**config.mk**
```make
export PLATFORM = sky130hd
export DESIGN_NAME = sensor_packet_framer_crc16_core
export DESIGN_NICKNAME = d
export VERILOG_FILES = /design/src/hw/rtl/spf_pkg.sv /design/src/hw/rtl/spf_front.sv /design/src/hw/rtl/spf_cmd_fifo.sv /design/src/hw/rtl/spf_back.sv /design/src/hw/rtl/sensor_packet_framer_crc16_core.sv
export SDC_FILE = /design/constraint.sdc
export NUM_CORES = 1
export LEC_CHECK = 0
export ABC_CLOCK_PERIOD_IN_PS = 10750
export BUFFER_PORTS_ARGS = -buffer_cell sky130_fd_sc_hd__buf_2
export CORE_AREA = 2 2 115 117
export DETAILED_ROUTE_END_ITERATION = 7
export DIE_AREA = 0 0 117 119
export PLACE_DENSITY_LB_ADDON = 0.08
export SLEW_MARGIN = 20
export SYNTH_ARGS = -nofsm -noshare
export SYNTH_HDL_FRONTEND = slang
export SYNTH_SLANG_ARGS = --single-unit
```
**constraint.sdc**
```tcl
create_clock -name clk_i -period 10.75 [get_ports clk_i]
set_input_delay 1.6125 -clock clk_i [delete_from_list [all_inputs] [get_ports clk_i]]
set_output_delay 1.6125 -clock clk_i [all_outputs]
set_load 0.02 [all_outputs]
```
**src/hw/rtl/spf_pkg.sv**
```systemverilog
// ----------------------------------------------------------------------------
// Sensor packet framer package
// Beat types, command format, framing constants and the CRC16-CCITT byte step.
// ----------------------------------------------------------------------------
package spf_pkg;

  localparam int unsigned MaskW  = 4;
  localparam int unsigned WordW  = 32;
  localparam int unsigned ByteW  = 8;
  localparam int unsigned CrcW   = 16;
  localparam int unsigned QDepth = 2;

  localparam logic [ByteW-1:0] SYNC0     = 8'h5A;
  localparam logic [ByteW-1:0] SYNC1     = 8'hA5;
  localparam logic [CrcW-1:0]  CRC_INIT  = 16'hFFFF;
  localparam logic [CrcW-1:0]  CRC_POLY  = 16'h1021;
  localparam logic [CrcW-1:0]  CRC_MSB   = 16'h8000;

  localparam logic [2:0] HDR_BYTES  = 3'd5;
  localparam logic [2:0] WORD_BYTES = 3'd4;
  localparam logic [2:0] DROP_BYTES = 3'd1;

  localparam logic OP_BEGIN = 1'b0;
  localparam logic OP_DATA  = 1'b1;

  typedef enum logic [1:0] {
    KIND_HDR,
    KIND_DATA,
    KIND_DROP
  } spf_kind_e;

  typedef struct packed {
    logic             operation;
    logic [MaskW-1:0] sensor_mask;
    logic [WordW-1:0] data_word;
  } spf_in_t;

  typedef struct packed {
    logic [ByteW-1:0] out_byte;
    logic             last_of_packet;
    logic             last_of_run;
    logic             status;
  } spf_out_t;

  // header: word = {pad, mask, seq}; data: the block word
  typedef struct packed {
    spf_kind_e        kind;
    logic [WordW-1:0] word;
    logic             crc_after;
  } spf_cmd_t;

  function automatic logic [CrcW-1:0] crc_byte(input logic [CrcW-1:0] crc,
                                               input logic [ByteW-1:0] b);
    logic [CrcW-1:0] c;
    int k;
    c = crc ^ {b, 8'h00};
    for (k = 0; k < 8; k++) begin
      if ((c & CRC_MSB) != '0) begin
        c = {c[CrcW-2:0], 1'b0} ^ CRC_POLY;
      end else begin
        c = {c[CrcW-2:0], 1'b0};
      end
    end
    return c;
  endfunction

endpackage

```
**src/hw/rtl/spf_front.sv**
```systemverilog
// ----------------------------------------------------------------------------
// Sensor packet framer front end
// Classifies input beats, tracks packet state and issues byte-run commands.
// ----------------------------------------------------------------------------
module spf_front #(
  parameter int unsigned SENSOR_COUNT    = 4,
  parameter int unsigned WORDS_PER_BLOCK = 18
) (
  input  logic              clk_i,
  input  logic              rst_ni,
  input  logic              acc_i,
  input  spf_pkg::spf_in_t  item_i,
  output spf_pkg::spf_cmd_t cmd_o
);
  import spf_pkg::*;

  localparam int unsigned WrW = $clog2(SENSOR_COUNT * WORDS_PER_BLOCK + 1);

  logic [CrcW-1:0]  seq_q, seq_d;
  logic [WrW-1:0]   words_q, words_d;
  logic             open_q, open_d;
  logic [MaskW-1:0] keep, mask;
  logic [3:0]       bits;
  logic [31:0]      prod;
  logic [WrW-1:0]   total;

  always_comb begin
    for (int i = 0; i < MaskW; i++) begin
      keep[i] = (i < SENSOR_COUNT);
    end
  end

  assign mask  = item_i.sensor_mask & keep;
  assign bits  = 4'(mask[0]) + 4'(mask[1]) + 4'(mask[2]) + 4'(mask[3]);
  assign prod  = 32'(bits) * 32'(WORDS_PER_BLOCK);
  assign total = prod[WrW-1:0];

  always_comb begin
    seq_d   = seq_q;
    words_d = words_q;
    open_d  = open_q;
    cmd_o.kind      = KIND_DROP;
    cmd_o.word      = item_i.data_word;
    cmd_o.crc_after = 1'b0;
    if (item_i.operation == OP_BEGIN) begin
      cmd_o.kind      = KIND_HDR;
      cmd_o.word      = {8'h00, 4'h0, mask, seq_q};
      cmd_o.crc_after = (total == '0);
      seq_d   = seq_q + 16'd1;
      words_d = total;
      open_d  = (total != '0);
    end else if (open_q) begin
      cmd_o.kind      = KIND_DATA;
      cmd_o.crc_after = (words_q == WrW'(1));
      words_d = words_q - WrW'(1);
      open_d  = (words_q != WrW'(1));
    end
  end

  always_ff @(posedge clk_i or negedge rst_ni) begin
    if (!rst_ni) begin
      seq_q   <= '0;
      words_q <= '0;
      open_q  <= 1'b0;
    end else if (acc_i) begin
      seq_q   <= seq_d;
      words_q <= words_d;
      open_q  <= open_d;
    end
  end

endmodule

```
**src/hw/rtl/spf_cmd_fifo.sv**
```systemverilog
// ----------------------------------------------------------------------------
// Sensor packet framer command queue
// Short register queue between the front end and the byte engine.
// ----------------------------------------------------------------------------
module spf_cmd_fifo (
  input  logic              clk_i,
  input  logic              rst_ni,
  input  logic              wr_i,
  input  spf_pkg::spf_cmd_t wdata_i,
  input  logic              rd_i,
  output spf_pkg::spf_cmd_t rdata_o,
  output logic              full_o,
  output logic              empty_o
);
  import spf_pkg::*;

  localparam int unsigned PtrW = (QDepth > 1) ? $clog2(QDepth) : 1;
  localparam int unsigned CntW = $clog2(QDepth + 1);

  spf_cmd_t        mem_q [QDepth];
  logic [PtrW-1:0] wptr_q, rptr_q;
  logic [CntW-1:0] cnt_q;

  assign full_o  = (cnt_q == CntW'(QDepth));
  assign empty_o = (cnt_q == '0);
  assign rdata_o = mem_q[rptr_q];

  always_ff @(posedge clk_i) begin
    if (wr_i) begin
      mem_q[wptr_q] <= wdata_i;
    end
  end

  always_ff @(posedge clk_i or negedge rst_ni) begin
    if (!rst_ni) begin
      wptr_q <= '0;
      rptr_q <= '0;
      cnt_q  <= '0;
    end else begin
      if (wr_i) begin
        wptr_q <= (wptr_q == PtrW'(QDepth - 1)) ? '0 : wptr_q + PtrW'(1);
      end
      if (rd_i) begin
        rptr_q <= (rptr_q == PtrW'(QDepth - 1)) ? '0 : rptr_q + PtrW'(1);
      end
      if (wr_i && !rd_i) begin
        cnt_q <= cnt_q + CntW'(1);
      end else if (rd_i && !wr_i) begin
        cnt_q <= cnt_q - CntW'(1);
      end
    end
  end

endmodule

```
**src/hw/rtl/spf_back.sv**
```systemverilog
// ----------------------------------------------------------------------------
// Sensor packet framer byte engine
// Runs commands out one byte per cycle while the result register is free or
// being popped, keeps the running CRC, owns the result register.
// ----------------------------------------------------------------------------
module spf_back (
  input  logic              clk_i,
  input  logic              rst_ni,
  input  logic              cmd_valid_i,
  input  spf_pkg::spf_cmd_t cmd_i,
  output logic              cmd_take_o,
  input  logic              pop_i,
  output logic              empty_o,
  output spf_pkg::spf_out_t item_o
);
  import spf_pkg::*;

  logic [2:0]       idx_q, idx_d;
  logic [CrcW-1:0]  crc_q, crc_base;
  logic             vld_q;
  spf_out_t         out_q, beat;
  logic [2:0]       n_pay;
  logic             can_load, emit, in_crc, last;

  assign can_load = !vld_q || pop_i;
  assign emit     = cmd_valid_i && can_load;

  always_comb begin
    case (cmd_i.kind)
      KIND_HDR:  n_pay = HDR_BYTES;
      KIND_DATA: n_pay = WORD_BYTES;
      default:   n_pay = DROP_BYTES;
    endcase
    in_crc = cmd_i.crc_after && (idx_q >= n_pay);
    last   = cmd_i.crc_after ? (idx_q == n_pay + 3'd1) : (idx_q == n_pay - 3'd1);
    beat.last_of_run    = last;
    beat.last_of_packet = cmd_i.crc_after && last;
    beat.status         = 1'b0;
    beat.out_byte       = '0;
    if (in_crc) begin
      beat.out_byte = (idx_q == n_pay) ? crc_q[15:8] : crc_q[7:0];
    end else begin
      case (cmd_i.kind)
        KIND_HDR: begin
          case (idx_q)
            3'd0:    beat.out_byte = SYNC0;
            3'd1:    beat.out_byte = SYNC1;
            3'd2:    beat.out_byte = cmd_i.word[7:0];
            3'd3:    beat.out_byte = cmd_i.word[15:8];
            default: beat.out_byte = cmd_i.word[23:16];
          endcase
        end
        KIND_DATA: begin
          case (idx_q)
            3'd0:    beat.out_byte = cmd_i.word[7:0];
            3'd1:    beat.out_byte = cmd_i.word[15:8];
            3'd2:    beat.out_byte = cmd_i.word[23:16];
            default: beat.out_byte = cmd_i.word[31:24];
          endcase
        end
        default: beat.status = 1'b1;
      endcase
    end
    crc_base   = (cmd_i.kind == KIND_HDR && idx_q == 3'd0) ? CRC_INIT : crc_q;
    idx_d      = last ? 3'd0 : idx_q + 3'd1;
    cmd_take_o = emit && last;
  end

  always_ff @(posedge clk_i) begin
    if (emit) begin
      out_q <= beat;
    end
  end

  always_ff @(posedge clk_i or negedge rst_ni) begin
    if (!rst_ni) begin
      idx_q <= '0;
      vld_q <= 1'b0;
      crc_q <= CRC_INIT;
    end else begin
      if (can_load) begin
        vld_q <= emit;
      end
      if (emit) begin
        idx_q <= idx_d;
        if (!in_crc && cmd_i.kind != KIND_DROP) begin
          crc_q <= crc_byte(crc_base, beat.out_byte);
        end
      end
    end
  end

  assign empty_o = !vld_q;
  assign item_o  = out_q;

endmodule

```
**src/hw/rtl/sensor_packet_framer_crc16_core.sv**
```systemverilog
// ----------------------------------------------------------------------------
// Sensor packet framer with CRC16-CCITT
// An accepted item passes the command queue, then the result register, to the port.
// Throughput: one byte per cycle from the byte engine unless output stalls;
//   a data beat is 4 bytes (6 if the CRC closes the packet), a begin 5 (7), a drop 1.
// Input is held off only when the 2-entry command queue is full.
// Reset (async, active low): sequence 0, no open packet, queues empty.
// ----------------------------------------------------------------------------
module sensor_packet_framer_crc16_core #(
  parameter int unsigned SENSOR_COUNT    = 4,
  parameter int unsigned WORDS_PER_BLOCK = 18
) (
  input  logic             clk_i,
  input  logic             rst_ni,
  input  logic             push,
  output logic             full,
  input  spf_pkg::spf_in_t in_item_i,
  output logic             empty,
  input  logic             pop,
  output spf_pkg::spf_out_t out_item_o
);
  import spf_pkg::*;

  spf_cmd_t cmd_wr, cmd_rd;
  logic     acc, q_empty, take;

  assign acc = push && !full;

  spf_front #(
    .SENSOR_COUNT    (SENSOR_COUNT),
    .WORDS_PER_BLOCK (WORDS_PER_BLOCK)
  ) u_front (
    .clk_i  (clk_i),
    .rst_ni (rst_ni),
    .acc_i  (acc),
    .item_i (in_item_i),
    .cmd_o  (cmd_wr)
  );

  spf_cmd_fifo u_fifo (
    .clk_i   (clk_i),
    .rst_ni  (rst_ni),
    .wr_i    (acc),
    .wdata_i (cmd_wr),
    .rd_i    (take),
    .rdata_o (cmd_rd),
    .full_o  (full),
    .empty_o (q_empty)
  );

  spf_back u_back (
    .clk_i       (clk_i),
    .rst_ni      (rst_ni),
    .cmd_valid_i (!q_empty),
    .cmd_i       (cmd_rd),
    .cmd_take_o  (take),
    .pop_i       (pop),
    .empty_o     (empty),
    .item_o      (out_item_o)
  );

endmodule

```
==> flow_metrics.py <==
metrics = {
    "logic_synthesis": {
        "seq_area_frac_synth_pct": 53.2,
        "synth_enable_flop_cells": 81,
        "netlist_top_cells_area": "sky130_fd_sc_hd__edfxtp_1 (35%), sky130_fd_sc_hd__dfrtp_1 (12%), sky130_fd_sc_hd__mux2_2 (8.0%)",
        "synthFlopType": "sky130_fd_sc_hd__edfxtp_1",
        "post-synth-top-area-fraction_pct": 35.4,
        "synth_async_sr_flop_share_pct": 37.2,
        "postSynthNetCount": 621,
        "mappedNetlistArea_um2": 6870,
        "synth-seq-cells": 129,
        "yosys.cell_types.count": 66,
        "syn_avg_cell_area_um2": 12.2,
        "netlist.top_cell.by_area": "sky130_fd_sc_hd__edfxtp_1",
        "ys_warn_count": 0,
        "synth_cells": 565,
    },
    "clock_network": {
        "cts.sink_count": 129,
        "post_cts.repair.setup_buffers": 0,
        "ctsRootBufferMaster": "sky130_fd_sc_hd__clkbuf_16",
        "cts_buf_count": 17,
        "clock_tree.htree_level_count": 4,
        "worst_setup_hold_path_clk_slew_ns": 0.06,
        "cts_tree": "built",
        "clk_latency_ns": 0.43,
        "resized_cells_post_cts": 0,
        "cts_hold_buffers": 0,
        "max-clock-path-buffers": 2,
    },
    "place": {
        "place_worst_setup_slack_ns": 6.45,
        "place.gp.congestion": 0.895,
        "hpwlAfterDp_mm": 10.2,
        "placement.io_buffers": 53,
        "placed_area_um2": 7280,
    },
    "setup_path": {
        "worstReg2RegEnd": "u_back.crc_q[6]$_DFFE_PN1P_",
        "r2r_start": "u_fifo.rptr_q$_DFFE_PN0P_",
        "worst-r2r-cell-count": 12,
        "critical_path_required_ns": 11.11,
        "cp-end-kind": "register",
        "cp_data_arrival_time_ns": 4.64,
        "critPathLaunchType": "register",
        "crit_fanout": 37,
        "path_class": "register to register",
        "r2r_slack_ns": 6.48,
    },
    "die": {
        "core_area_um2": 12900,
        "pin_count": 54,
        "die_x_um": 117,
        "initial_utilization_pct": 53.3,
        "die-height_um": 119,
        "placementRows": 42,
        "die-area_um2": 13900,
    },
    "route": {
        "wire_per_inst_um": 18.1,
        "drt_wl_total_mm": 14.6,
        "firstDrtPassIters": 5,
        "drt-initial-drc-count": 328,
        "viasPerCell": 5.65,
        "remaining_drc_errors": 0,
        "route.vias.total": 4562,
        "ant_nets": 0,
    },
    "cells_and_area": {
        "ff_latch_area_um2": 3650,
        "syn_to_final_growth_pct": 14.2,
        "final_layout_size_suffix_gt1_share_pct": 27.2,
        "final_core_util_pct": 60.9,
        "multi_input_gate_area_in_the_final_layout_um2": 3010,
        "post-route-cell-area_um2": 7840,
        "nFillCells": 1053,
        "insertedDiodeCount": 0,
        "layout.nets": 675,
    },
    "pwr": {
        "power_switching_share_pct": 38.1,
        "seq_power_share_pct": 30.0,
        "combPwrFrac_pct": 51.0,
        "cellLeakagePower_nw": 3.16,
        "max-vdd-ir-drop_v": 0.000183,
        "internal_power_mw": 1.76,
        "netSwitchingPower_mw": 1.08,
        "power.clock.fraction_pct": 19.0,
        "power.density_nw_per_um2": 363,
    },
    "timing": {
        "rsz0062_at_grt": "false",
        "timing_max_transition_violations_final": 0,
        "slew-limit-headroom_pct": 35.3,
        "setup_violations_final": 0,
        "hold_viol_final": 0,
        "maxClockFrequency_ghz": 0.234,
        "post-route-min-period_ns": 4.27,
        "fin_ws_ns": 6.48,
        "final_skew_ns": 0.0134,
        "timing.final.crit_share_pct": 39.8,
        "final.setup.tns_ns": 0,
        "worst_pin_slew_ns": 0.968,
    },
    "outcome": {
        "outcome": "completed",
    },
    "flow_run": {
        "max-cap-violations": 0,
    },
    "global_route": {
        "grt_first_pass_wirelength_mm": 23.8,
        "grt_pass1_vias": 4522,
        "groute.usage.overall_pct": 23.0,
        "initial_antenna_violation_count": 0,
        "grt.overflow.total": 0,
        "grt_max_degree": 58,
    },
    "hold_path": {
        "hold_depth": 1,
        "min_from": "u_front.seq_q[15]$_DFFE_PN0P_",
        "worstHoldPathType": "register to register",
        "min_delay_worst_endpoint": "u_front.seq_q[15]$_DFFE_PN0P_",
    },
}
## cell type report
class	instances	share of cell area [%]
multi-input combinational	389	38.4
clock inverter	10	1.13
clock buffer	22	5.92
timing repair buffer	60	4.05
sequential	129	46.6
inverter	22	1.05
tap	176	2.81
## kinds of logic after synthesis
logic type | share of synthesized area, %
multiplexers | 11.2
AND/OR/NAND/NOR | 11.2
flip-flops | 53.2
AO/OA/AOI/OAI | 10.6
XOR/XNOR | 8.07
buffers and inverters | 2.97
adder cells (fa/ha/maj) | 2.84
## through the flow
stage	instances	hold slack (ns)	power (mW)
after floorplan	565	0.442	1.99
final	808	0.470	2.84
after global placement	776	0.457	2.26
after CTS	808	0.479	2.86
after detailed placement	776	0.471	2.31
after global routing	808	0.488	3.04
## layout by cell type (no fill, tap or decap), types with 4 or more instances in the layout
| cell | instances |
|---|---|
| sky130_fd_sc_hd__a22o_1 | 4 |
| sky130_fd_sc_hd__dfrtp_1 | 32 |
| sky130_fd_sc_hd__nor2_1 | 32 |
| sky130_fd_sc_hd__o31a_1 | 4 |
| sky130_fd_sc_hd__a31oi_1 | 5 |
| sky130_fd_sc_hd__clkinvlp_4 | 4 |
| sky130_fd_sc_hd__clkbuf_16 | 17 |
| sky130_fd_sc_hd__nand2_1 | 38 |
| sky130_fd_sc_hd__nand4_1 | 4 |
| sky130_fd_sc_hd__buf_2 | 53 |
| sky130_fd_sc_hd__xor2_1 | 14 |
| sky130_fd_sc_hd__xnor2_1 | 22 |
| sky130_fd_sc_hd__o21ai_0 | 30 |
| sky130_fd_sc_hd__a22oi_1 | 8 |
| sky130_fd_sc_hd__inv_1 | 21 |
| sky130_fd_sc_hd__nand3_1 | 14 |
| sky130_fd_sc_hd__xnor2_2 | 4 |
| sky130_fd_sc_hd__nor2b_1 | 7 |
| sky130_fd_sc_hd__clkinv_2 | 4 |
| sky130_fd_sc_hd__buf_4 | 7 |
| sky130_fd_sc_hd__a21oi_1 | 19 |
| sky130_fd_sc_hd__mux2i_1 | 17 |
| sky130_fd_sc_hd__edfxtp_1 | 81 |
| sky130_fd_sc_hd__o22a_1 | 4 |
| sky130_fd_sc_hd__or3_1 | 4 |
| sky130_fd_sc_hd__and2_1 | 15 |
| sky130_fd_sc_hd__dfstp_2 | 16 |
| sky130_fd_sc_hd__xnor3_1 | 7 |
| sky130_fd_sc_hd__nor3_1 | 9 |
| sky130_fd_sc_hd__mux2_2 | 49 |
| sky130_fd_sc_hd__a211oi_1 | 7 |
| sky130_fd_sc_hd__or4_1 | 5 |
| sky130_fd_sc_hd__ha_1 | 14 |
| sky130_fd_sc_hd__nand2b_1 | 6 |
## sequential cells by signal (all words and copies together) (netlist names)
signal and flops:
u_back.item_o 11, u_front.open_q 1, u_back.crc_q 16, u_back.idx_q 3, u_front.seq_q 16, u_fifo.cnt_q 2
u_front.words_q 7, u_back.vld_q 1, u_fifo.mem_q 70, u_fifo.wptr_q 1, u_fifo.rptr_q 1
## Yosys cell counts, drive strengths merged, types with 6 or more instances
| master | instances |
|---|---|
| o21ai | 32 |
| a211oi | 7 |
| a21oi | 19 |
| nor3 | 10 |
| nand2b | 6 |
| buf | 9 |
| a22oi | 9 |
| dfstp | 16 |
| nand2 | 38 |
| nor2 | 34 |
| xnor3 | 7 |
| xnor2 | 26 |
| mux2 | 51 |
| and2 | 15 |
| nand3 | 14 |
| dfrtp | 32 |
| mux2i | 18 |
| edfxtp | 81 |
| ha | 14 |
| inv | 22 |
| xor2 | 15 |
| clkbuf | 16 |
| nor2b | 7 |
## layer usage
layer | share of wire [%] | GRT usage (%) | wire [µm] | vias up
met4 | 2.8 | 10.2 | 410 | 0
li1 | - | - | - | 2195
met5 | 0 | 0 | 0 | -
met2 | 47 | 34.5 | 6850 | 121
met3 | 4.9 | 6.01 | 711 | 28
met1 | 46 | 31.5 | 6660 | 2218
## power by group through the flow
| stage | logic (mW) | registers [mW] | clock network [mW] |
|---|---|---|---|
| after floorplan | 1.14 | 0.852 | 0 |
| after global placement | 1.41 | 0.854 | 0 |
| after detailed placement | 1.45 | 0.858 | 0 |
| after CTS | 1.46 | 0.851 | 0.549 |
| after global routing | 1.60 | 0.874 | 0.569 |
| final | 1.45 | 0.853 | 0.539 |
## worst max-delay path by stage
| stage | from | endpoint | slack, ns | depth (start not counted) |
|---|---|---|---|---|
| 2_1_floorplan | u_fifo.rptr_q$_DFFE_PN0P_ | u_back.crc_q[6]$_DFFE_PN1P_ | 6.98 | 13 |
| 3_3_place_gp | u_fifo.rptr_q$_DFFE_PN0P_ | u_back.crc_q[6]$_DFFE_PN1P_ | 6.64 | 12 |
| 4_1_cts | u_fifo.rptr_q$_DFFE_PN0P_ | u_back.crc_q[6]$_DFFE_PN1P_ | 6.45 | 12 |
| 6_report | u_fifo.rptr_q$_DFFE_PN0P_ | u_back.crc_q[6]$_DFFE_PN1P_ | 6.48 | 12 |
| 3_5_place_dp | u_fifo.rptr_q$_DFFE_PN0P_ | u_back.crc_q[6]$_DFFE_PN1P_ | 6.45 | 12 |
| 5_1_grt | u_fifo.rptr_q$_DFFE_PN0P_ | u_back.crc_q[6]$_DFFE_PN1P_ | 6.11 | 12 |
## critical path: stages (launching register included)
cell and delay, ns:
sky130_fd_sc_hd__dfrtp_1 0.37, sky130_fd_sc_hd__buf_4 0.47, sky130_fd_sc_hd__mux2i_1 0.22, sky130_fd_sc_hd__nor2_1 0.29, sky130_fd_sc_hd__inv_1 0.16, sky130_fd_sc_hd__ha_1 0.35
sky130_fd_sc_hd__or3b_2 0.47, sky130_fd_sc_hd__a21oi_1 0.24, sky130_fd_sc_hd__nor2_2 0.14, sky130_fd_sc_hd__o31ai_1 0.53, sky130_fd_sc_hd__xnor2_2 0.24, sky130_fd_sc_hd__xnor3_1 0.46
sky130_fd_sc_hd__mux2_2 0.27
Note: power is estimated with default switching activity, not from simulation.
